--- config.mk ---
export PLATFORM = sky130hd
export DESIGN_NAME = grd_argmin
export DESIGN_NICKNAME = d
export VERILOG_FILES = /design/src/rtl/grd_pkg.sv /design/src/rtl/grd_argmin.sv
export SDC_FILE = /design/constraint.sdc
export NUM_CORES = 2
export LEC_CHECK = 0
export ABC_AREA = 1
export BUFFER_PORTS_ARGS = -buffer_cell sky130_fd_sc_hd__buf_4
export CAP_MARGIN = 20
export CORE_AREA = 2 2 386 388
export CTS_CLUSTER_DIAMETER = 150
export DETAILED_ROUTE_END_ITERATION = 6
export DIE_AREA = 0 0 388 390
export GPL_TIMING_DRIVEN = 0
export HOLD_SLACK_MARGIN = 0.06
export PLACE_DENSITY = 0.5
export SLEW_MARGIN = 20
export SYNTH_ARGS = -nofsm -noshare
export SYNTH_HDL_FRONTEND = slang
export SYNTH_SLANG_ARGS = --single-unit
--- constraint.sdc ---
create_clock -name clk -period 6.3 [get_ports clk]
set_clock_uncertainty 0.2 [all_clocks]
set_input_delay 0 -clock clk [delete_from_list [all_inputs] [get_ports clk]]
set_output_delay 0 -clock clk [all_outputs]
set_load 0.05 [all_outputs]
--- src/rtl/grd_pkg.sv ---
package grd_pkg;

  localparam int POS_W       = 20;
  localparam int IDX_W       = 4;
  localparam int SPACING_W   = 12;
  localparam int COUNT_W     = 4;
  localparam int OUT_W       = 22;
  localparam int ROADS       = 15;
  localparam int FRACTION_BITS_DEFAULT = 4;

  localparam logic [IDX_W-1:0]     NO_ROAD     = 4'd15;
  localparam logic [OUT_W-1:0]     OUT_MAX     = 22'h3FFFFF;
  localparam logic [SPACING_W-1:0] SPACING_RST = 12'd100;
  localparam logic [COUNT_W-1:0]   COUNT_RST   = 4'd15;

  typedef enum logic [1:0] {
    ST_OK    = 2'd0,
    ST_A_OFF = 2'd1,
    ST_B_OFF = 2'd2
  } status_t;

  typedef enum logic [1:0] {
    CFG_SPACING = 2'd0,
    CFG_VCOUNT  = 2'd1,
    CFG_HCOUNT  = 2'd2
  } cfg_index_t;

  // Control that travels beside each request through the pipeline.
  typedef struct packed {
    logic    valid;
    logic    detour;
    status_t status;
  } item_ctrl_t;

endpackage

--- src/rtl/grd_argmin.sv ---
module grd_argmin #(
  parameter int FRACTION_BITS = grd_pkg::FRACTION_BITS_DEFAULT
) (
  input  logic                        clk,
  input  logic                        rst,
  input  grd_pkg::item_ctrl_t         ctrl_in,
  input  logic [grd_pkg::COUNT_W-1:0] count,
  input  logic [(((grd_pkg::IDX_W + grd_pkg::SPACING_W + FRACTION_BITS) > grd_pkg::POS_W) ?
                 (grd_pkg::IDX_W + grd_pkg::SPACING_W + FRACTION_BITS) : grd_pkg::POS_W)-1:0]
                                      dist_a [grd_pkg::ROADS],
                                      dist_b [grd_pkg::ROADS],
                                      coord  [grd_pkg::ROADS],
  output grd_pkg::item_ctrl_t         ctrl_out,
  output logic [(((grd_pkg::IDX_W + grd_pkg::SPACING_W + FRACTION_BITS) > grd_pkg::POS_W) ?
                 (grd_pkg::IDX_W + grd_pkg::SPACING_W + FRACTION_BITS) : grd_pkg::POS_W)-1:0]
                                      ca, da, cb, db
);
  import grd_pkg::*;

  localparam int CW = IDX_W + SPACING_W + FRACTION_BITS;
  localparam int DW = (CW > POS_W) ? CW : POS_W;
  localparam int GS = 4;
  localparam int NG = (ROADS + GS - 1) / GS;

  // First level: running minimum inside each group of four roads.
  logic          gva_next [NG], gvb_next [NG];
  logic [DW-1:0] gda_next [NG], gca_next [NG], gdb_next [NG], gcb_next [NG];
  logic [DW-1:0] gda [NG], gca [NG], gdb [NG], gcb [NG];
  logic          gva [NG], gvb [NG];
  item_ctrl_t    ctrl_mid;

  always_comb begin
    for (int g = 0; g < NG; g++) begin
      gva_next[g] = 1'b0;
      gvb_next[g] = 1'b0;
      gda_next[g] = '0;
      gca_next[g] = '0;
      gdb_next[g] = '0;
      gcb_next[g] = '0;
      for (int k = 0; k < GS; k++) begin
        if ((g * GS + k) < ROADS) begin
          if (((g * GS + k) == 0) || ((g * GS + k) < int'(count))) begin
            if (!gva_next[g] || (dist_a[g * GS + k] <= gda_next[g])) begin
              gva_next[g] = 1'b1;
              gda_next[g] = dist_a[g * GS + k];
              gca_next[g] = coord[g * GS + k];
            end
            if (!gvb_next[g] || (dist_b[g * GS + k] <= gdb_next[g])) begin
              gvb_next[g] = 1'b1;
              gdb_next[g] = dist_b[g * GS + k];
              gcb_next[g] = coord[g * GS + k];
            end
          end
        end
      end
    end
  end

  // Second level: groups in index order, so later groups win ties.
  logic          fa, fb;
  logic [DW-1:0] ca_next, da_next, cb_next, db_next;

  always_comb begin
    fa = 1'b0;
    fb = 1'b0;
    ca_next = '0;
    da_next = '0;
    cb_next = '0;
    db_next = '0;
    for (int g = 0; g < NG; g++) begin
      if (gva[g] && (!fa || (gda[g] <= da_next))) begin
        fa = 1'b1;
        da_next = gda[g];
        ca_next = gca[g];
      end
      if (gvb[g] && (!fb || (gdb[g] <= db_next))) begin
        fb = 1'b1;
        db_next = gdb[g];
        cb_next = gcb[g];
      end
    end
  end

  always_ff @(posedge clk) begin
    if (rst) begin
      ctrl_mid <= '0;
      ctrl_out <= '0;
    end else begin
      ctrl_mid <= ctrl_in;
      ctrl_out <= ctrl_mid;
    end
    for (int g = 0; g < NG; g++) begin
      gva[g] <= gva_next[g];
      gvb[g] <= gvb_next[g];
      gda[g] <= gda_next[g];
      gca[g] <= gca_next[g];
      gdb[g] <= gdb_next[g];
      gcb[g] <= gcb_next[g];
    end
    ca <= ca_next;
    da <= da_next;
    cb <= cb_next;
    db <= db_next;
  end

endmodule

==> out/qor.csv <==
stage,metric,value,unit
layout,share of layout cells above drive strength 1,0.239,
worst_setup_path,"Slowest-stage cell, CP",ha_1,
synth,Yosys reg bits,414,
route,DR DRC count,0,
timing,final period utilization,0.994,
layout,register area,0.00829,mm²
worst_setup_path,crit-path leading delay family,simple AND/OR/NAND/NOR gates,
timing,Final min period,6.26,ns
timing,slew margin rel.,0.327,
route,Via density,4.96,
clocking,Sink Count,414,
timing,hold slack,0.0523,ns
route,DRT Wirelength,238000,µm
clocking,Longest Clk Path Bufs,3,
worst_setup_path,Crit Path Max Fanout,8,
synth,top_reg_cell synth,dfxtp_1,
grt,first-pass GRT wire length,332000,µm
worst_setup_path,r2r worst-path depth,35,
clocking,cts bufs inserted,52,
worst_setup_path,critical path's most frequent cell,nand2_2,
synth,"Warnings, synthesis",0,
die,Die H,390,µm
run,Max-Cap Viols,0,
clocking,worst skew pair latency,0.65,ns
layout,fin nets,9209,
route,drt wl/cell,24.4,µm
synth,fraction of registers with async set/reset,0,
grt,largest net degree at the start of global routing,14,
min_path,Worst Hold Path Cells,6,
synth,Mapped Area,0.0352,mm²
timing,Max Clock Freq,160,MHz
timing,setup violators final,0,
pwr,power per standard cell area,282,mW/mm²
layout,Multi-input gate area,0.0267,mm²
layout,Util after Layout,0.432,
placed_design,I/O Buffers,992,
synth,Syn Nets,6869,
route,via count,48300,
pwr,Max IR drop VDD,0.226,mV
synth,register area share after synthesis,0.236,
outcome,status,"finished, final reports clean",
clocking,CTS tree,built,
worst_setup_path,Crit path required time,6.59,ns
worst_setup_path,CP peak stage delay,0.35,ns
placed_design,GP Congestion,0.964,
synth,library cells used by synthesis,47,
timing,RSZ-0062 raised after global routing,true,
min_path,Hold Crit Class,primary input to flop,
layout,Layout fillers,15200,
worst_setup_path,Startpoint Class,primary input,
worst_setup_path,flop-to-flop setup slack,0.16,ns
die,row cnt,141,
worst_setup_path,worst path bufs/invs,13,
timing,worst-margin pin slew,0.999,ns
worst_setup_path,CP Depth,47,
placed_design,DPL Wire Length,194000,µm
synth,Syn Inst Count,5401,
grt,initial antenna violation count,62,
clocking,# H-tree levels,2,
route,Detailed Route Iter0 Violations,3032,
grt,Overflow after GRT,0,
worst_setup_path,worst path arrival time,6.55,ns
timing,Max Slew Vio Count,0,
timing,final-report hold violation count,0,
die,Initial Util,0.239,
die,I/O pin cnt,994,
synth,number of synthesized flops with an enable pin,0,
pwr,leakage power,30.0,nW
synth,syn avg cell area,6.51,µm²
worst_setup_path,crit path kind,primary input to flop,
die,Die ar.,0.151,mm²
worst_setup_path,endpoint class of the critical path,flop,
layout,Layout area overhead,80.7,%
route,DRT Pass-1 Iters,6,
route,Routed Antenna Nets,0,
clocking,clk slew on worst S/H paths,0.06,ns
clocking,Root Buffer,clkbuf_16,
die,Die X,388,µm
grt,total track usage,0.298,
die,core footprint,0.147,mm²
grt,vias in the first global route,48300,
Yosys cell counts (2+ instances only):
library cell / number / share of area
a2111oi_0: 9 / 0.0022
a211oi_1: 31 / 0.0066
a21o_1: 8 / 0.0017
a21oi_1: 324 / 0.046
a22oi_1: 3 / 0.00064
a31oi_1: 50 / 0.0089
a41oi_1: 3 / 0.00075
and2_1: 2 / 0.00036
buf_1: 24 / 0.0026
buf_2: 22 / 0.0031
buf_6: 3 / 0.00096
clkbuf_1: 221 / 0.024
clkinv_1: 3 / 0.00032
dfxtp_1: 414 / 0.24
ha_1: 558 / 0.20
inv_1: 458 / 0.049
inv_2: 4 / 0.00043
nand2_1: 1529 / 0.16
nand2_2: 3 / 0.00053
nand3_1: 295 / 0.042
nand3b_1: 44 / 0.0094
nand4_1: 55 / 0.0098
nor2_1: 389 / 0.042
nor2_2: 3 / 0.00053
nor3_1: 10 / 0.0014
nor3b_1: 3 / 0.00064
nor4_1: 6 / 0.0011
nor4b_1: 9 / 0.0022
o2111ai_1: 5 / 0.0012
o211ai_1: 113 / 0.024
o21a_1: 12 / 0.0026
o21ai_0: 676 / 0.096
o21ai_1: 17 / 0.0024
o21bai_1: 3 / 0.00064
o221ai_1: 23 / 0.0057
o22ai_1: 45 / 0.0080
o31ai_1: 5 / 0.0011
o32ai_1: 3 / 0.00075
or2_2: 8 / 0.0014
what timing repair did:
action / in CTS / in global routing
endpoints found under the setup margin: 399 / 394
cloned: 2 / 16
setup buffers: 42 / 58
hold buffers: 1176 / 3
resized for setup: 557 / 694
endpoints found under the hold margin: 333 / 3
pin swaps: 33 / 154
layer usage:
metal | GRT usage | vias up | wire [µm]
met5 | 0 | - | 118
met1 | 0.367 | 22800 | 99600
met2 | 0.513 | 1915 | 113000
met3 | 0.0443 | 484 | 13700
li1 | - | 23100 | -
met4 | 0.130 | 20 | 12100
cells by family (layout without fill, tap and decap cells):
kind of cell    after synthesis  after routing  synth area share
flops                       414            414             0.236
compound gates             1334           1334             0.211
simple gates               2359           2359             0.275
buf+inv                     736           3116            0.0801
other cells                   0             37                 0
fa+ha+maj                   558            558             0.198
worst min-delay path, cell delays in order:
cell and delay [ns]:
buf_12 0.14, inv_12 0.07, o21ai_2 0.35, o21ai_0 0.16, inv_1 0.05, a21oi_1 0.05
worst paths after layout:
check | start | to
worst min-delay path | count[3] | gca[1][17]
worst min register to register | ctrl_mid[2] | ctrl_out[2]
worst max register to register | gda[0][11] | ca[16]
worst max-delay path | count[3] | gcb[2][16]
cells in the final DEF (no fill, tap or decap), drive strengths merged, types with 2 or more instances in the layout:
cell type    count
nand3b          44
nand4           55
dlygate4sd3   1179
a21oi          324
inv            462
o21ai          694
bufinv           6
a211oi          31
dfxtp          414
nor4             6
ha             558
o32ai            3
buf           1214
a21o             8
o21a            12
nor2           393
o211ai         113
clkinv          19
nor3            10
diode           37
o21bai           3
nor3b            3
and2             2
nand3          296
o31ai            5
a22oi            3
o221ai          23
clkbuf         227
clkinvlp         9
nand2         1532
a41oi            3
a2111oi          9
a31oi           50
o22ai           45
nor4b            9
o2111ai          5
or2              8
through the flow:
step / total power, mW / setup WS, ns / std cells / TNS (ns) / instance area [µm²]
global placement: 12.2 / -4.53 / 8323 / -1131.74 / 45000
CTS: 16.9 / 0.00638 / 9636 / 0 / 60400
detailed placement: 12.3 / -4.62 / 8324 / -1097.48 / 45100
global route: 19.0 / -0.194 / 9739 / -11.51 / 63600
floorplan: 8.48 / -0.0146 / 5401 / -0.293 / 35200
finish: 17.9 / 0.0367 / 9748 / 0 / 63600
registers in the layout, summed over array words and instances, names as in the netlist:
signal and count:
gca 80, db 20, gda 80, gva 3, gcb 80, ctrl_out 4, ca 20, gvb 3
da 20, cb 20, gdb 80, ctrl_mid 4
area by class of cell:
class	instances	area share
antenna	37	0.00146
inverter	465	0.0283
timing repair buffer	2290	0.322
multi-input combinational	4251	0.420
buffer	267	0.0321
sequential	414	0.130
tap	1930	0.0380
clock buffer	63	0.0227
clock inverter	31	0.00547
power by group:
| group | total [mW] | internal [mW] | switching, mW |
|---|---|---|---|
| Sequential | 3.83 | 3.39 | 0.437 |
| Combinational | 10.9 | 4.12 | 6.80 |
| Clock | 3.18 | 1.88 | 1.30 |
| Total | 17.9 | 9.38 | 8.54 |
No activity file was read; power rests on OpenSTA's default activity.
