File: src/rtl/grd_pkg.sv
package grd_pkg;

  localparam int POS_W       = 20;
  localparam int IDX_W       = 4;
  localparam int SPACING_W   = 12;
  localparam int COUNT_W     = 4;
  localparam int OUT_W       = 22;
  localparam int ROADS       = 15;
  localparam int FRACTION_BITS_DEFAULT = 4;

  localparam logic [IDX_W-1:0]     NO_ROAD     = 4'd15;
  localparam logic [OUT_W-1:0]     OUT_MAX     = 22'h3FFFFF;
  localparam logic [SPACING_W-1:0] SPACING_RST = 12'd100;
  localparam logic [COUNT_W-1:0]   COUNT_RST   = 4'd15;

  typedef enum logic [1:0] {
    ST_OK    = 2'd0,
    ST_A_OFF = 2'd1,
    ST_B_OFF = 2'd2
  } status_t;

  typedef enum logic [1:0] {
    CFG_SPACING = 2'd0,
    CFG_VCOUNT  = 2'd1,
    CFG_HCOUNT  = 2'd2
  } cfg_index_t;

  // Control that travels beside each request through the pipeline.
  typedef struct packed {
    logic    valid;
    logic    detour;
    status_t status;
  } item_ctrl_t;

endpackage

File: src/rtl/grd_front.sv
module grd_front #(
  parameter int FRACTION_BITS = grd_pkg::FRACTION_BITS_DEFAULT
) (
  input  logic                                   clk,
  input  logic                                   rst,
  input  logic                                   in_valid,
  input  logic [grd_pkg::POS_W-1:0]              a_pos_x,
  input  logic [grd_pkg::POS_W-1:0]              a_pos_y,
  input  logic [grd_pkg::IDX_W-1:0]              a_road_x,
  input  logic [grd_pkg::IDX_W-1:0]              a_road_y,
  input  logic [grd_pkg::POS_W-1:0]              b_pos_x,
  input  logic [grd_pkg::POS_W-1:0]              b_pos_y,
  input  logic [grd_pkg::IDX_W-1:0]              b_road_x,
  input  logic [grd_pkg::IDX_W-1:0]              b_road_y,
  input  logic [grd_pkg::SPACING_W-1:0]          spacing,
  input  logic [grd_pkg::COUNT_W-1:0]            vcount,
  input  logic [grd_pkg::COUNT_W-1:0]            hcount,
  output grd_pkg::item_ctrl_t                    ctrl,
  output logic [grd_pkg::COUNT_W-1:0]            count,
  output logic [(((grd_pkg::IDX_W + grd_pkg::SPACING_W + FRACTION_BITS) > grd_pkg::POS_W) ?
                 (grd_pkg::IDX_W + grd_pkg::SPACING_W + FRACTION_BITS) : grd_pkg::POS_W)-1:0]
                                                 pa, pb, other, leg1,
  output logic [(((grd_pkg::IDX_W + grd_pkg::SPACING_W + FRACTION_BITS) > grd_pkg::POS_W) ?
                 (grd_pkg::IDX_W + grd_pkg::SPACING_W + FRACTION_BITS) : grd_pkg::POS_W):0]
                                                 leg2,
  output logic [(((grd_pkg::IDX_W + grd_pkg::SPACING_W + FRACTION_BITS) > grd_pkg::POS_W) ?
                 (grd_pkg::IDX_W + grd_pkg::SPACING_W + FRACTION_BITS) : grd_pkg::POS_W)-1:0]
                                                 dist_a [grd_pkg::ROADS],
                                                 dist_b [grd_pkg::ROADS],
                                                 coord  [grd_pkg::ROADS]
);
  import grd_pkg::*;

  localparam int CW = IDX_W + SPACING_W + FRACTION_BITS;
  localparam int DW = (CW > POS_W) ? CW : POS_W;
  localparam int LW = DW + 1;

  function automatic logic [DW-1:0] road_at(logic [IDX_W-1:0] idx,
                                            logic [SPACING_W-1:0] sp);
    logic [IDX_W+SPACING_W-1:0] p;
    p = (IDX_W+SPACING_W)'(idx) * (IDX_W+SPACING_W)'(sp);
    return DW'(p) << FRACTION_BITS;
  endfunction

  function automatic logic [DW-1:0] absdiff(logic [DW-1:0] x, logic [DW-1:0] y);
    return (x > y) ? x - y : y - x;
  endfunction

  logic            a_off, b_off, use_first_l;
  logic [DW-1:0]   ax, ay, bx, by, dx, dy, m1, m2, t1, t2;
  logic [DW-1:0]   pa_next, pb_next, other_next, leg1_next;
  logic [LW-1:0]   leg2_next;
  logic [COUNT_W-1:0] count_next;
  item_ctrl_t      ctrl_next;
  logic [DW-1:0]   crd [ROADS];
  logic [DW-1:0]   da  [ROADS];
  logic [DW-1:0]   db  [ROADS];

  always_comb begin
    ax = DW'(a_pos_x);
    ay = DW'(a_pos_y);
    bx = DW'(b_pos_x);
    by = DW'(b_pos_y);
    dx = absdiff(ax, bx);
    dy = absdiff(ay, by);
    a_off = (a_road_x == NO_ROAD) && (a_road_y == NO_ROAD);
    b_off = (b_road_x == NO_ROAD) && (b_road_y == NO_ROAD);
    // The corner at (B vertical, A horizontal) takes priority over the other corner.
    use_first_l = (a_road_y != NO_ROAD) && (b_road_x != NO_ROAD);
    m1 = road_at(use_first_l ? b_road_x : b_road_y, spacing);
    m2 = road_at(use_first_l ? a_road_y : a_road_x, spacing);
    t1 = absdiff(m1, use_first_l ? ax : ay);
    t2 = absdiff(m2, use_first_l ? by : bx);

    ctrl_next.valid  = in_valid;
    ctrl_next.detour = 1'b0;
    ctrl_next.status = ST_OK;
    leg1_next  = '0;
    leg2_next  = '0;
    pa_next    = ax;
    pb_next    = bx;
    count_next = vcount;
    other_next = dy;

    if (a_off) begin
      ctrl_next.status = ST_A_OFF;
    end else if (b_off) begin
      ctrl_next.status = ST_B_OFF;
    end else if ((a_road_x == b_road_x) && (a_road_x != NO_ROAD)) begin
      leg1_next = dy;
    end else if ((a_road_y == b_road_y) && (a_road_y != NO_ROAD)) begin
      leg1_next = dx;
    end else if (use_first_l || ((a_road_x != NO_ROAD) && (b_road_y != NO_ROAD))) begin
      leg1_next = t1;
      leg2_next = LW'(t2);
    end else if ((a_road_x == NO_ROAD) && (b_road_x == NO_ROAD)) begin
      ctrl_next.detour = 1'b1;
    end else begin
      ctrl_next.detour = 1'b1;
      pa_next    = ay;
      pb_next    = by;
      count_next = hcount;
      other_next = dx;
    end

    for (int i = 0; i < ROADS; i++) begin
      crd[i] = road_at(IDX_W'(i), spacing);
      da[i]  = absdiff(crd[i], pa_next);
      db[i]  = absdiff(crd[i], pb_next);
    end
  end

  always_ff @(posedge clk) begin
    if (rst) begin
      ctrl <= '0;
    end else begin
      ctrl <= ctrl_next;
    end
    count <= count_next;
    pa    <= pa_next;
    pb    <= pb_next;
    other <= other_next;
    leg1  <= leg1_next;
    leg2  <= leg2_next;
    for (int i = 0; i < ROADS; i++) begin
      dist_a[i] <= da[i];
      dist_b[i] <= db[i];
      coord[i]  <= crd[i];
    end
  end

endmodule

File: config.mk
export PLATFORM = sky130hd
export DESIGN_NAME = grd_front
export DESIGN_NICKNAME = d
export VERILOG_FILES = /design/src/rtl/grd_pkg.sv /design/src/rtl/grd_front.sv
export SDC_FILE = /design/constraint.sdc
export NUM_CORES = 2
export LEC_CHECK = 0
export ABC_AREA = 1
export ABC_CLOCK_PERIOD_IN_PS = 6300
export BUFFER_PORTS_ARGS = -buffer_cell sky130_fd_sc_hd__buf_2
export CAP_MARGIN = 10
export CORE_MARGIN = 4
export CORE_UTILIZATION = 30
export DETAILED_ROUTE_END_ITERATION = 8
export PLACE_DENSITY_LB_ADDON = 0.2
export RECOVER_POWER = 50
export REMOVE_ABC_BUFFERS = 1
export SETUP_SLACK_MARGIN = 0.15
export SLEW_MARGIN = 30
export SYNTH_ARGS = -nofsm -noshare
export SYNTH_HDL_FRONTEND = slang
export SYNTH_SLANG_ARGS = --single-unit
export TNS_END_PERCENT = 50
File: constraint.sdc
create_clock -name clk -period 6.3 [get_ports clk]
set_clock_uncertainty 0.2 [all_clocks]
set_input_delay 0 -clock clk [delete_from_list [all_inputs] [get_ports clk]]
set_output_delay 0 -clock clk [all_outputs]
set_load 0.02 [all_outputs]
==> out/results.ini <==
[setup_path]
slowest_delay_ns=1.19
cp_top_family=buffers and inverters
path_depth=19
path_buf_inv=7
endpoint_kind=flop
crit_slowest_cell=clkbuf_1
critPathKind=in -> reg
crit_chain=dlygate4sd3_1 -> buf_2 -> buf_4 -> ha_1 -> buf_4 -> fa_1 -> clkbuf_1 -> inv_1 -> buf_4 -> ha_1 -> nand2_1 -> nor2_1 -> a21oi_1 -> o21ai_0 -> a31oi_1 -> o21ai_0 -> xor2_1 -> nand2_1 -> nand2_1
startpoint_type=input port
cp_max_fo=11
cp.required_ns=6.82
critPathArrivalTime_ns=6.70

[timing]
fin_ws_ns=0.1142
finalCriticalPeriod_ns=6.186
hold_viol_final=0
final-setup-viol-count=0
maxSlewHeadroom=-0.6162
maxSlewViolCount=25
max_freq_mhz=161.7
worst_pin_slew_ns=2.424
fin_crit_sh=0.9819
rsz0062_at_grt=true

[floorplanning]
die_y_um=518.2
initial_core_util=0.3012
dieArea_mm2=0.2685
core_area_mm2=0.2592
num_rows=187
die_x_um=518.2
ios=1128

[global_routing]
grt_pass1_vias=83860
grt_use_met1=0.4098
grt_util_met2=0.4867
gr-total-overflow=0
antenna_found_initial=54
grt_util_met3=0.07145
top_usage_layer=met2
grt_max_degree=57
grt_pass1_wl_mm=623.8
globalRouteTotalUtil=0.3201

[yosys]
synth_edf_count=0
syn_inst=12100
synth_ff_type=dfxtp_1
syn_area_mm2=0.07809
synth-seq-cells=768
yosysUniqueCellTypes=66
synth.avg_cell_area_um2=6.451
async_reset_ff_frac=0
yosysWarnings=0
synth_seq_area_share=0.1969

[routing]
drc=0
wl_per_cell_um=27.16
drtIter0Drc=8787
finalWirelength_mm=452.9
via_per_inst=5.248
via_count=87500
ant_nets=0
dr.pass1.iters=8

[placement]
place_ws_ns=0.06271
gp_congestion=1.023
port_buffers=1024
dp_hpwl_mm=366.2
placed_area_mm2=0.08704

[cts]
htree_levels=3
path_clk_slew_ns=0.06
cts_root_buffer=clkbuf_16
cts_tree=yes
cts_made_buffers=100
cts_buffer_depth=3
cts.sinks=768

[final_layout]
area.sequential_mm2=0.01537
area_growth_pct=17.32
final_nets=14360
fillers=29200
drive_gt1_frac=0.06782
mostFrequentLayoutCell=nand2_1
final_cell_area_mm2=0.09161
final_cell_mix=nand2_1, inv_1, a21oi_1
multiInputGateArea_mm2=0.05462

[flow_run]
cap_violations=2

[outcome]
violations=max-capacitance violations, max-slew violations
status=complete, but fails checks

[power]
ir_drop_v=0.0002607
p_leak_nw=45.81
p_per_area_mw_per_mm2=406.7

[worst_hold_path]
holdPathStages=7
hold_path.class=in -> reg

==> registers in the layout (all words and copies together), names as in the netlist, 19 cells and up <==
| signal | flops |
|---|---|
| pb | 19 |
| other | 20 |
| coord | 90 |
| dist_a | 286 |
| pa | 19 |
| dist_b | 286 |
| leg1 | 20 |
| leg2 | 20 |
==> where the power goes <==
group	leakage (nW)	total (mW)	switching (mW)	internal (mW)
registers	6.48	7.45	0.901	6.55
logic	37.6	23.6	16.9	6.67
clock network	1.71	6.24	2.66	3.58
==> path summary, 6_finish.rpt <==
kind / start / end / slack (ns)
hold / removal: a_pos_y[14] / leg1[14] / 0.07
setup / recovery: spacing[1] / dist_a[237] / 0.11
==> logic make-up after synthesis <==
group / synth area share
adders and majority gates: 0.1813
DFF: 0.1969
muxes: 0.0001282
other: 0.00004802
buffers and inverters: 0.1136
and+or+nand+nor: 0.2676
xor gates and xnor gates: 0.06562
AOI/OAI and AO/OA: 0.1748
==> through the flow <==
step / TNS (ns) / power [mW] / hold slack (ns) / cells / util
floorplan: -4.836 / 21.28 / -0.1723 / 11520 / -
finish: 0 / 37.26 / 0.06872 / 16670 / 0.3534
global route: 0 / 39.64 / 0.07424 / 16660 / 0.3533
global placement: 0 / 31.10 / -0.01114 / 16280 / 0.3357
CTS: 0 / 37.42 / 0.003806 / 16650 / 0.3564
detailed placement: 0 / 30.86 / -0.007752 / 16280 / 0.3358
==> cell type report <==
cell class,count,share of cell area
Sequential cell,768,0.1678
Timing Repair Buffer,1547,0.09489
Clock buffer,126,0.03036
Antenna cell,16,0.0004370
Inverter,1364,0.05601
Clock inverter,58,0.007757
Multi-Input combinational cell,9392,0.5963
Tap cell,3402,0.04646
==> cell usage after synthesis, types with 11 or more instances <==
cell	count	area, um^2
nand2_1	3447	12940
inv_1	1332	5000
a21oi_1	1119	5600
ha_1	965	12070
o21ai_0	870	4354
nor2_1	812	3048
dfxtp_1	768	15370
xor2_1	491	4300
nand3_1	489	2447
clkbuf_1	307	1152
buf_4	259	1944
nor3_1	138	690.7
nand4_1	118	738.2
fa_1	104	2082
xnor2_1	94	823.3
buf_2	92	460.4
o21ai_1	76	380.4
a211oi_1	65	488.0
a31oi_1	60	375.4
o21bai_1	46	345.3
a21o_1	43	322.8
a221oi_1	40	350.3
nor4_1	37	231.5
o21a_1	35	262.8
nand2_2	33	206.5
o221ai_1	24	210.2
inv_2	23	86.33
a21boi_0	22	165.2
nand3b_1	22	165.2
o211ai_1	18	135.1
nor2_2	15	93.84
buf_6	14	157.7
o21ai_2	11	96.34
o221a_2	11	123.9
==> layer usage <==
layer / vias to the layer above / routed length (um)
met2: 4300 / 189700
met3: 924 / 42690
met4: 20 / 33380
met1: 41040 / 187000
met5: - / 118
li1: 41210 / -
==> timing repair <==
item / 4_1_cts / 5_1_grt
endpoints found under the hold margin: 177 / 0
endpoints found under the setup margin: 0 / 284
gates resized for setup: 0 / 31
hold buffers: 186 / 0
buffers inserted: 0 / 9
Power figures use the tool's default switching activity.
