### config.mk
export PLATFORM = sky130hd
export DESIGN_NAME = grd_back
export DESIGN_NICKNAME = d
export VERILOG_FILES = /design/src/rtl/grd_pkg.sv /design/src/rtl/grd_back.sv
export SDC_FILE = /design/constraint.sdc
export NUM_CORES = 1
export LEC_CHECK = 0
export ABC_CLOCK_PERIOD_IN_PS = 5900
export BUFFER_PORTS_ARGS = -buffer_cell sky130_fd_sc_hd__buf_2
export CAP_MARGIN = 5
export CORE_MARGIN = 4
export CORE_UTILIZATION = 40
export DETAILED_ROUTE_END_ITERATION = 6
export PLACE_DENSITY = 0.72
export RECOVER_POWER = 50
export REMOVE_ABC_BUFFERS = 1
export SLEW_MARGIN = 10
export SYNTH_ARGS = -nofsm -noshare
export SYNTH_HDL_FRONTEND = slang
export SYNTH_SLANG_ARGS = --single-unit
export TNS_END_PERCENT = 50
### constraint.sdc
create_clock -name clk -period 5.9 [get_ports clk]
set_clock_uncertainty 0.2 [all_clocks]
set_input_delay 0.295 -clock clk [delete_from_list [all_inputs] [get_ports clk]]
set_output_delay 0.295 -clock clk [all_outputs]
set_load 0.03 [all_outputs]
### src/rtl/grd_pkg.sv
package grd_pkg;

  localparam int POS_W       = 20;
  localparam int IDX_W       = 4;
  localparam int SPACING_W   = 12;
  localparam int COUNT_W     = 4;
  localparam int OUT_W       = 22;
  localparam int ROADS       = 15;
  localparam int FRACTION_BITS_DEFAULT = 4;

  localparam logic [IDX_W-1:0]     NO_ROAD     = 4'd15;
  localparam logic [OUT_W-1:0]     OUT_MAX     = 22'h3FFFFF;
  localparam logic [SPACING_W-1:0] SPACING_RST = 12'd100;
  localparam logic [COUNT_W-1:0]   COUNT_RST   = 4'd15;

  typedef enum logic [1:0] {
    ST_OK    = 2'd0,
    ST_A_OFF = 2'd1,
    ST_B_OFF = 2'd2
  } status_t;

  typedef enum logic [1:0] {
    CFG_SPACING = 2'd0,
    CFG_VCOUNT  = 2'd1,
    CFG_HCOUNT  = 2'd2
  } cfg_index_t;

  // Control that travels beside each request through the pipeline.
  typedef struct packed {
    logic    valid;
    logic    detour;
    status_t status;
  } item_ctrl_t;

endpackage

### src/rtl/grd_back.sv
module grd_back #(
  parameter int FRACTION_BITS = grd_pkg::FRACTION_BITS_DEFAULT
) (
  input  logic                      clk,
  input  logic                      rst,
  input  grd_pkg::item_ctrl_t       ctrl,
  input  logic [(((grd_pkg::IDX_W + grd_pkg::SPACING_W + FRACTION_BITS) > grd_pkg::POS_W) ?
                 (grd_pkg::IDX_W + grd_pkg::SPACING_W + FRACTION_BITS) : grd_pkg::POS_W)-1:0]
                                    ca, da, cb, db, pa, pb, other, leg1,
  input  logic [(((grd_pkg::IDX_W + grd_pkg::SPACING_W + FRACTION_BITS) > grd_pkg::POS_W) ?
                 (grd_pkg::IDX_W + grd_pkg::SPACING_W + FRACTION_BITS) : grd_pkg::POS_W):0]
                                    leg2,
  output logic                      done,
  output logic [grd_pkg::OUT_W-1:0] road_distance,
  output logic [grd_pkg::OUT_W-1:0] first_leg,
  output logic [grd_pkg::OUT_W-1:0] second_leg,
  output logic [1:0]                status
);
  import grd_pkg::*;

  localparam int CW = IDX_W + SPACING_W + FRACTION_BITS;
  localparam int DW = (CW > POS_W) ? CW : POS_W;
  localparam int LW = DW + 1;

  function automatic logic [DW-1:0] absdiff(logic [DW-1:0] x, logic [DW-1:0] y);
    return (x > y) ? x - y : y - x;
  endfunction

  function automatic logic [OUT_W-1:0] sat(logic [LW:0] x);
    return (x > (LW+1)'(OUT_MAX)) ? OUT_MAX : OUT_W'(x);
  endfunction

  // Cost of each candidate cross road.
  item_ctrl_t    c5;
  logic [DW-1:0] xa, xb, da5, db5, other5, leg1_5;
  logic [LW-1:0] leg2_5, cost_a, cost_b;

  always_ff @(posedge clk) begin
    if (rst) begin
      c5 <= '0;
    end else begin
      c5 <= ctrl;
    end
    xa     <= absdiff(ca, pb);
    xb     <= absdiff(cb, pa);
    cost_a <= LW'(da) + LW'(absdiff(ca, pb));
    cost_b <= LW'(db) + LW'(absdiff(cb, pa));
    da5    <= da;
    db5    <= db;
    other5 <= other;
    leg1_5 <= leg1;
    leg2_5 <= leg2;
  end

  // A's candidate is taken only when strictly cheaper.
  item_ctrl_t    c6;
  logic          pick_a;
  logic [DW-1:0] leg1_6_next, part;
  logic [LW-1:0] leg2_6_next;
  logic [DW-1:0] leg1_6;
  logic [LW-1:0] leg2_6;

  always_comb begin
    pick_a = cost_a < cost_b;
    part   = pick_a ? xa : db5;
    if (c5.detour) begin
      leg1_6_next = pick_a ? da5 : xb;
      leg2_6_next = LW'(part) + LW'(other5);
    end else begin
      leg1_6_next = leg1_5;
      leg2_6_next = leg2_5;
    end
  end

  always_ff @(posedge clk) begin
    if (rst) begin
      c6 <= '0;
    end else begin
      c6 <= c5;
    end
    leg1_6 <= leg1_6_next;
    leg2_6 <= leg2_6_next;
  end

  always_ff @(posedge clk) begin
    if (rst) begin
      done <= 1'b0;
    end else begin
      done <= c6.valid;
    end
    road_distance <= sat((LW+1)'(leg1_6) + (LW+1)'(leg2_6));
    first_leg     <= sat((LW+1)'(leg1_6));
    second_leg    <= sat((LW+1)'(leg2_6));
    status        <= c6.status;
  end

endmodule

==> results.md, run 1 <==
* Clock Path Buffers at 3
* Total global routing track utilization at 19.11%
* Setup-failing EPs final at 0
* Fin area at 18,630 µm²
* CP peak stage delay at 730 ps
* Critical path capture point type: register
* R2R depth at 19
* CP bufs+invs at 3
* Final Cycle Share at 93.76%
* Max Slew Vio Count at 0
* Initial Util at 40.60%
* Final Power at 8.733 mW
* Synth Register Bits at 297
* Run status: completed
* PD cells at 468.8 nW/µm²
* Leakage at 8.798 nW
* Commonest non-fill, non-tap cells in the layout: 296 x dfxtp_1, 178 x ha_1, 177 x buf_2
* Crit path kind: input pin to register
* Post-synth top area cell: dfxtp_1
* Layout Cells excl Fill at 2,395
* R2r startpoint: cost_b[1]
* Cells after Synth at 1,544
* I/O Buffers at 252
* Maximum VDD drop at 0.1863 mV
* Die ar. at 40,400 µm²
* Commonest non-fill, non-tap cell in the layout: dfxtp_1
* Critical path's most frequent cell: a21o_1
* Dpl hpwl at 32,460 µm
* Worst endpoint required time at 6170 ps
* Number of placed instances, taps included at 2,231
* Synth Warn # at 0
* Post-synthesis sequential area ratio at 39.90%
* I/O pin cnt at 256
* Hold WC Path Type: input pin to register
* Die H at 201.0 µm
* Worst-skew pair later-pin latency at 540 ps
* RSZ-0062 raised after global routing: false
* Vias post-DR at 12,310
* Die W at 201.0 µm
* CP Capture Point: cost_b[15]
* P&R area growth vs syn at 25.01%
* Worst Setup SP: pa[0]
* Ys async rst share at 0%
* Max transition margin at 48.50%
* CP Depth at 22
* Grt ovf at 0
* Final WL at 40,530 µm
* Largest net degree at the start of global routing at 44
* R2r setup slk at 770 ps
* RR Endpoint: leg2_6[18]
* Final min period at 5532 ps
* DR DRC count at 0
* Worst path cell trace: dlygate4sd3_1 > buf_2 > ha_1 > inv_1 > fa_1 > a21o_1 > a2111oi_4 > nor4_2 > o21a_4 > nor2_8 > mux2_2 > a21oi_1 > xnor2_1 > ha_1 > a21o_1 > a21o_1 > a21oi_2 > o21ai_0 > a2111oi_0 > o21bai_1 > a21oi_1 > xnor2_1
* Iter 0 DRT Violations at 754
* Vias per cell at 5.140
* FILL cells at 3,327
* Final ANT Viol Nets at 0
* Netlist Area Pre-Place at 14,900 µm²
* Root Driver: clkbuf_16
* Synth Flop Type: dfxtp_1
* Worst Path Max Fanout at 11
* Worst setup SP type: input pin
* Number of synthesized flops with an enable pin at 0
* Share of layout cells above drive strength 1 at 15.06%
* FMAX at 0.1808 GHz
* Unique masters post-synth at 84
* Worst-path clk slew at 70 ps
* Post-synthesis average cell area at 9.651 µm²
* Fin. Hold Viols at 0
* Router iterations before antenna repair at 5
* Total CTS buffers at 27
* Sink Count at 297
* Final nets at 2,278
* CTS tree: yes
* Row count at 70
* Placed Area at 16,620 µm²
* Routability cong. at 0.9148
* Post-synth top area share at 39.90%
* Antenna violations before repair at 7
* CP max stage cell: a2111oi_0
* Final hold slack at 24.21 ps
* H-Tree Depth at 1
* CORE AREA at 36,700 µm²
* Wire per inst at 16.92 µm
* First-pass GRT wire length at 63,140 µm
* Worst EP arrival at 5800 ps
* Slew of the pin with the lowest slew margin at 753.1 ps
* Vias in the first global route at 12,519
* Setup TNS Final at 0 ps
* Number of max-cap violations at 0
* Cell family with most CP delay: compound AO/OA/AOI/OAI gates
* Ranking of synthesized cells by area: dfxtp_1 40%, ha_1 15%, a21oi_1 4.1%, xnor2_1 4.1%, inv_1 3.5%
## worst register-to-register path, stage by stage, from the launching register on
cell and delay, ps:
dfxtp_1 300, inv_1 40, ha_1 260, a21o_1 110, a21oi_1 60, o21ai_0 300
a31oi_1 240, o311ai_4 610, mux2_2 430, ha_1 220, inv_1 100, fa_1 220
nor2b_1 70, o31a_1 280, o31ai_1 510, a211o_1 250, nand2_1 120, o41ai_2 320
xnor2_1 100, mux2_2 260
## worst min-delay path by stage
stage                     start        end  slack, ps  cells after the start
after CTS                 pb[0]      xa[0]         40                      3
final                     pb[0]      xa[0]         20                      3
after floorplan           c6[0]  status[0]        110                      0
after global placement    c6[1]  status[1]        120                      0
after detailed placement  c6[0]  status[0]        110                      0
after global routing      pb[0]      xa[0]         60                      3
## routing by layer
metal	up-vias	routed length [µm]	global-route usage, %
met5	-	68	0
met4	10	1223	6.170
met3	90	2309	2.439
met2	419	19350	33.85
met1	5659	17580	24.17
li1	6132	-	-
## cell type report
cell class | instances | area (µm²) | share of cell area [%]
tap | 468 | 585.6 | 3.143
multi-input combinational | 1064 | 8218 | 44.12
antenna | 2 | 5.005 | 0.02687
sequential | 297 | 5947 | 31.92
clock buffer | 38 | 777.0 | 4.171
inverter | 139 | 521.8 | 2.801
timing repair buffer | 376 | 2381 | 12.78
clock inverter | 11 | 192.7 | 1.034
## logic make-up (layout without fill, tap and decap cells)
kind of cell,Yosys count,after routing,share of synthesized area (%)
xor+xnor,97,97,5.702
simple gates,305,305,10.27
fa+ha+maj,186,186,16.02
buf+inv,185,564,5.114
flops,297,297,39.90
compound gates,404,404,18.02
mux,69,69,4.946
other cells,1,5,0.02517
## report_power, final
group          switching [mW]  total [mW]  internal, mW
sequential              0.185        2.73          2.54
clock                   0.731        1.87          1.14
combinational            2.36        4.13          1.78
total                    3.27        8.73          5.46
## cells in the mapped netlist, types with 6 or more instances
library cell	n
or3_1	14
xnor2_1	70
a31oi_1	7
nand2b_1	16
fa_1	8
buf_2	9
o21a_1	18
nand2_1	51
a211o_1	6
xor2_1	27
nand4_1	16
o211ai_1	10
o21ai_0	72
clkbuf_1	22
nand3_1	18
dfxtp_1	297
and3_1	13
nor2b_1	21
inv_1	139
nor2_1	99
buf_4	6
ha_1	178
a21oi_1	123
a211oi_1	21
o31ai_1	10
o21bai_1	14
nor3_1	24
mux2i_1	32
mux2_2	37
a21o_1	59
and2_1	9
## metrics by stage
stage	worst slack (ps)	util (%)
after CTS	535.0	51.00
after global placement	661.3	45.28
after global routing	193.7	50.76
after floorplan	-1647	-
final	368.3	50.76
after detailed placement	467.7	45.28
## state kept, by name, summed over array words and instances, names as in the netlist
| name | flops |
|---|---|
| road_distance | 22 |
| cost_a | 21 |
| cost_b | 21 |
| leg2_5 | 21 |
| leg2_6 | 21 |
| second_leg | 21 |
| da5 | 20 |
| db5 | 20 |
| first_leg | 20 |
| leg1_5 | 20 |
| leg1_6 | 20 |
| other5 | 20 |
| xa | 20 |
| xb | 20 |
| c5 | 4 |
| c6 | 3 |
| status | 2 |
| done | 1 |
## what timing repair did
action	4_1_cts	5_1_grt
resized for setup	0	0
hold endpoints to repair	140	0
hold buffers	113	0
buffers inserted	0	0
Note: power is estimated with default switching activity, not from simulation.
==> run 2: changes to the inputs <==
--- a/config.mk
+++ b/config.mk
@@ -12,8 +12,6 @@
 export CORE_UTILIZATION = 40
 export DETAILED_ROUTE_END_ITERATION = 6
 export PLACE_DENSITY = 0.72
-export RECOVER_POWER = 50
-export REMOVE_ABC_BUFFERS = 1
 export SLEW_MARGIN = 10
 export SYNTH_ARGS = -nofsm -noshare
 export SYNTH_HDL_FRONTEND = slang
==> results.md, run 2 (same netlist as run 1, synthesis figures left out) <==
* Run status: completed
* Wire per inst at 17.34 µm (+2.5%)
* Worst EP arrival at 5390 ps (-410 ps)
* Layout Cells excl Fill at 2,397 (+0.084%)
* Final min period at 5179 ps (-352.7 ps)
* Router iterations before antenna repair at 5 (unchanged)
* Met3 Usage GRT at 2.488% (+0.048 points)
* CTS tree: yes
* Worst setup SP type: input pin
* RSZ-0062 raised after global routing: false
* Most used routing layer: met2
* Root Driver: clkbuf_16
* Max Slew Vio Count at 0 (unchanged)
* P&R area growth vs syn at 25.72%
* Grt ovf at 0 (unchanged)
* Hold WC Path Type: input pin to register
* Maximum VDD drop at 0.2540 mV (+36%)
* Worst-skew pair later-pin latency at 550 ps (about the same)
* Sink Count at 297 (unchanged)
* FMAX at 0.1931 GHz (+6.8%)
* Critical path capture point type: register
* Number of max-cap violations at 0 (unchanged)
* Final Power at 8.874 mW (+1.6%)
* Crit path kind: input pin to register
* Final nets at 2,275 (-0.13%)
* Iter 0 DRT Violations at 510 (-32%)
* GRT met2 Usage at 34.04% (+0.18 points)
* Routability cong. at 0.8722 (-4.7%)
* Total CTS buffers at 29 (+7.4%)
* Dpl ws at 462.3 ps (-5.323 ps)
* Fin. Hold Viols at 0 (unchanged)
* Worst Path Max Fanout at 8 (-3)
* CP peak stage delay at 740 ps (about the same)
* Fin area at 18,730 µm² (+0.56%)
* Register area at 5947 µm² (unchanged)
* Met1 Use GR at 24.72% (+0.55 points)
* PD cells at 473.7 nW/µm² (+1.0%)
* Total global routing track utilization at 19.59% (+0.48 points)
* Setup TNS Final at 0 ps (unchanged)
* Leakage at 9.000 nW (+2.3%)
* Vias in the first global route at 12,398 (-0.97%)
* Commonest non-fill, non-tap cell in the layout: dfxtp_1
* Die W at 201.0 µm (unchanged)
* Number of placed instances, taps included at 2,228 (-0.13%)
* Vias post-DR at 12,194 (-0.94%)
* Slew of the pin with the lowest slew margin at 890.9 ps (+137.8 ps)
* R2r setup slk at 900 ps (+130 ps)
* Antenna violations before repair at 7 (unchanged)
* Worst-path clk slew at 60 ps (about the same)
* First-pass GRT wire length at 64,650 µm (+2.4%)
* Max transition margin at 39.83% (-8.7 points)
* Row count at 70 (unchanged)
* Setup-failing EPs final at 0 (unchanged)
* Max FFs per register at 22 (unchanged)
* Cell family with most CP delay: compound AO/OA/AOI/OAI gates
* CORE AREA at 36,700 µm² (unchanged)
* CP max stage cell: o41ai_1
* Final Cycle Share at 87.78% (-6.0 points)
* Final WL at 41,570 µm (+2.6%)
* Top reg by flops: road_distance
* Multi-input gate area at 8218 µm² (unchanged)
* Worst endpoint required time at 6110 ps (-60 ps)
* Largest net degree at the start of global routing at 59 (+34%)
* DR DRC count at 0 (unchanged)
* Vias per cell at 5.087 (-1.0%)
* Final ANT Viol Nets at 0 (unchanged)
* Final WS setup at 721.1 ps (+352.7 ps)
* Placed Area at 16,590 µm² (-0.14%)
* Final Core Density at 51.05% (+0.29 points)
* Die ar. at 40,400 µm² (unchanged)
* Worst path cell trace: dlygate4sd3_1 > buf_2 > inv_1 > ha_1 > inv_1 > fa_1 > a21o_1 > a211oi_1 > nor2_1 > o41ai_1 > o21ai_0 > a21boi_0 > mux2i_1 > xor2_1 > ha_1 > nand2b_1 > nor3_1 > a2111oi_0 > o311ai_0
* Clock Path Buffers at 3 (unchanged)
* H-Tree Depth at 1 (unchanged)
* Share of layout cells above drive strength 1 at 18.78% (+3.7 points)
* FILL cells at 3,224 (-3.1%)
* Final hold slack at 70.83 ps (+46.63 ps)
* Die H at 201.0 µm (unchanged)
* I/O pin cnt at 256 (unchanged)
* I/O Buffers at 252 (unchanged)
* Commonest non-fill, non-tap cells in the layout: 296 x dfxtp_1, 252 x buf_2, 178 x ha_1
* Dpl hpwl at 32,250 µm (-0.65%)
* Initial Util at 40.60% (unchanged)
* CP bufs+invs at 4 (+1)
==> run 2: layer usage <==
| metal | vias to the layer above | routed length [µm] |
|---|---|---|
| li1 | 6120 | - |
| met1 | 5623 | 18130 |
| met2 | 371 | 19480 |
| met3 | 80 | 2226 |
| met4 | 0 | 1734 |
| met5 | - | 0 |
==> run 2: path summary, 6_finish.rpt <==
kind              from         end  depth (start not counted)
max              pb[0]  cost_a[16]                         19
min             ca[19]      xa[19]                          3
max reg2reg  cost_b[6]  leg2_6[19]                         19
min reg2reg      c6[1]   status[1]                          0
==> run 2: worst min-delay path: cells and delay by family <==
| kind | cells | cell delay [ps] |
|---|---|---|
| adders and majority gates | 1 | 180 |
| xor gates and xnor gates | 1 | 180 |
| buffers and inverters | 1 | 80 |
==> run 2: layout make-up <==
class | count | share of cell area, %
Tap cell | 468 | 3.126
Timing Repair Buffer | 371 | 12.98
Antenna cell | 7 | 0.09351
Sequential cell | 297 | 31.75
Multi-Input combinational cell | 1064 | 43.87
Clock inverter | 10 | 1.069
Clock buffer | 41 | 4.328
Inverter | 139 | 2.785
==> run 2: power breakdown <==
part	leakage, nW	switching (mW)	internal [mW]
clock network	0.488	0.771	1.18
logic	6.01	2.40	1.79
registers	2.50	0.198	2.55
==> run 2: repair_timing <==
item,in CTS,in global routing
gates resized for setup,0,0
endpoints found under the hold margin,142,0
hold buffers,111,0
buffers inserted,0,0
==> run 3: changes to the inputs <==
--- a/config.mk
+++ b/config.mk
@@ -5,11 +5,12 @@
 export SDC_FILE = /design/constraint.sdc
 export NUM_CORES = 1
 export LEC_CHECK = 0
-export ABC_CLOCK_PERIOD_IN_PS = 5900
+export ABC_CLOCK_PERIOD_IN_PS = 4850
 export BUFFER_PORTS_ARGS = -buffer_cell sky130_fd_sc_hd__buf_2
 export CAP_MARGIN = 5
 export CORE_MARGIN = 4
 export CORE_UTILIZATION = 40
+export CTS_CLUSTER_SIZE = 14
 export DETAILED_ROUTE_END_ITERATION = 6
 export PLACE_DENSITY = 0.72
 export SLEW_MARGIN = 10
==> constraint.sdc (replaced) <==
create_clock -name clk -period 4.85 [get_ports clk]
set_clock_uncertainty 0.2 [all_clocks]
set_input_delay 0.2425 -clock clk [delete_from_list [all_inputs] [get_ports clk]]
set_output_delay 0.2425 -clock clk [all_outputs]
set_load 0.03 [all_outputs]
==> results.md, run 3 (same netlist as run 1, synthesis figures left out) <==
* Register area at 5947 µm² (unchanged)
* Placed Area at 16,970 µm² (+2.3%)
* Critical path capture point type: register
* Final nets at 2,346 (+3.1%)
* Max FFs per register at 22 (unchanged)
* Final WL at 43,150 µm (+3.8%)
* Routability cong. at 0.8791 (+0.79%)
* FILL cells at 3,186 (-1.2%)
* Setup-failing EPs final at 0 (unchanged)
* Wire per inst at 17.51 µm (+0.99%)
* Hold WC Path Type: input pin to register
* Worst setup SP type: register
* Vias post-DR at 12,560 (+3.0%)
* Fin. Hold Viols at 0 (unchanged)
* FMAX at 0.2126 GHz
* Clock Path Buffers at 3 (unchanged)
* Die H at 201.0 µm (unchanged)
* Crit path kind: register to register
* Worst Path Max Fanout at 6 (-2)
* Share of layout cells above drive strength 1 at 22.63% (+3.8 points)
* Vias in the first global route at 12,758 (+2.9%)
* Die W at 201.0 µm (unchanged)
* R2r setup slk at 150 ps (-750 ps)
* CTS tree: yes
* Iter 0 DRT Violations at 703 (+38%)
* Worst endpoint required time at 5090 ps (-1020 ps)
* Worst Setup SP: cost_b[6]
* Commonest non-fill, non-tap cell in the layout: dfxtp_1
* I/O pin cnt at 256 (unchanged)
* Max Slew Vio Count at 0 (unchanged)
* Maximum VDD drop at 0.3210 mV (+26%)
* Largest net degree at the start of global routing at 59 (unchanged)
* Fin area at 19,570 µm² (+4.5%)
* Root Driver: clkbuf_16
* Number of max-cap violations at 0 (unchanged)
* Antenna violations before repair at 6 (-1)
* Total global routing track utilization at 20.16% (+0.58 points)
* Leakage at 9.437 nW (+4.9%)
* H-Tree Depth at 1 (unchanged)
* R2r startpoint: cost_b[6]
* Worst EP arrival at 4940 ps (-450 ps)
* CP peak stage delay at 370 ps (-370 ps)
* Dpl hpwl at 32,930 µm (+2.1%)
* First-pass GRT wire length at 66,590 µm (+3.0%)
* Min-delay src: pa[18]
* CP max stage cell: mux2_2
* Initial Util at 40.60% (unchanged)
* Number of placed instances, taps included at 2,275 (+2.1%)
* Total CTS buffers at 29 (unchanged)
* Sink Count at 297 (unchanged)
* Final min period at 4704 ps
* Max transition margin at 56.96% (+17 points)
* P&R area growth vs syn at 31.35%
* Multi-input gate area at 8383 µm² (+2.0%)
* Worst-skew pair later-pin latency at 550 ps (about the same)
* Commonest non-fill, non-tap cells in the layout: 296 x dfxtp_1, 250 x buf_2, 173 x ha_1
* DR DRC count at 0 (unchanged)
* Final ANT Viol Nets at 0 (unchanged)
* I/O Buffers at 252 (unchanged)
* Slew of the pin with the lowest slew margin at 643.4 ps (-247.5 ps)
* Top reg by flops: road_distance
* Final Cycle Share at 97.00%
* Final WS setup at 145.5 ps (-575.5 ps)
* CP bufs+invs at 3 (-1)
* Run status: completed
* Grt ovf at 0 (unchanged)
* CORE AREA at 36,700 µm² (unchanged)
* Router iterations before antenna repair at 5 (unchanged)
* Dpl ws at -51.05 ps (-513.4 ps)
* Worst-path clk slew at 70 ps (about the same)
* Vias per cell at 5.097 (+0.20%)
* PD cells at 582.8 nW/µm² (+23%)
* Cell family with most CP delay: compound AO/OA/AOI/OAI gates
* Die ar. at 40,400 µm² (unchanged)
* Row count at 70 (unchanged)
* Worst path cell trace: inv_1 > ha_4 > a21o_1 > a21o_1 > a21oi_2 > o31ai_1 > a31oi_1 > o311ai_4 > buf_4 > clkbuf_16 > mux2_2 > ha_1 > and3_1 > and3_1 > a21oi_2 > o21ai_1 > o41a_1 > a31oi_1 > xnor2_1 > mux2_2
* Layout Cells excl Fill at 2,464 (+2.8%)
run 3: cell types whose count changed in the layout (fill, tap and decap cells not counted), moves of 4 or more:
| cell | change |
|---|---|
| dlygate4sd3_1 | +7 |
| ha_4 | +4 |
| o21ai_0 | -6 |
| ha_1 | -5 |
| diode_2 | -4 |
| clkbuf_1 | -4 |
| buf_4 | +58 |
| clkbuf_8 | +5 |
run 3: layout make-up:
cell class / count / area share, %
Clock inverter: 9 / 1.036
Inverter: 139 / 2.666
Clock buffer: 42 / 4.417
Tap cell: 468 / 2.992
Sequential cell: 297 / 30.38
Multi-Input combinational cell: 1064 / 42.83
Timing Repair Buffer: 442 / 15.64
Antenna cell: 3 / 0.03836
run 3: report_power, final:
part           switching [mW]  internal [mW]
Sequential              0.267           3.10
Combinational            3.05           2.51
Clock                   0.928           1.55
run 3: path summary, 6_finish.rpt:
check | to | cells past startpoint
max | leg2_6[19] | 20
min reg2reg | status[1] | 0
max reg2reg | leg2_6[19] | 20
min | xb[18] | 3
run 3: through the flow:
stage	TNS, ps	hold slack (ps)	utilization (%)	power [mW]
after floorplan	0	70.22	-	7.005
after global placement	0	116.9	46.25	8.349
after detailed placement	-61.52	122.5	46.25	8.490
after CTS	0	1.843	52.43	11.09
after global routing	-31.02	34.71	53.33	12.12
final	0	34.85	53.33	11.41
run 3: what timing repair did:
item                                   in CTS  in global routing
setup endpoints to repair                   0                 16
setup buffers                               0                 15
hold buffers                              120                  0
endpoints found under the hold margin     151                  0
resized for setup                           0                 42
run 3: worst reg2reg max path: stages (launching register included):
cell	delay [ps]
dfxtp_1	300
inv_1	60
ha_4	260
a21o_1	100
a21o_1	120
a21oi_2	60
o31ai_1	240
a31oi_1	120
o311ai_4	320
buf_4	200
clkbuf_16	140
mux2_2	370
ha_1	350
and3_1	200
and3_1	210
a21oi_2	210
o21ai_1	160
o41a_1	370
a31oi_1	220
xnor2_1	100
mux2_2	290
run 3: routing by layer:
layer,vias to the layer above,part of all wire [%],track usage (%),routed length (µm)
li1,6267,-,-,-
met1,5856,44,25.24,18900
met2,354,48,35.77,20780
met3,79,4.8,2.827,2054
met4,4,3.2,6.637,1398
met5,-,0.063,0,27
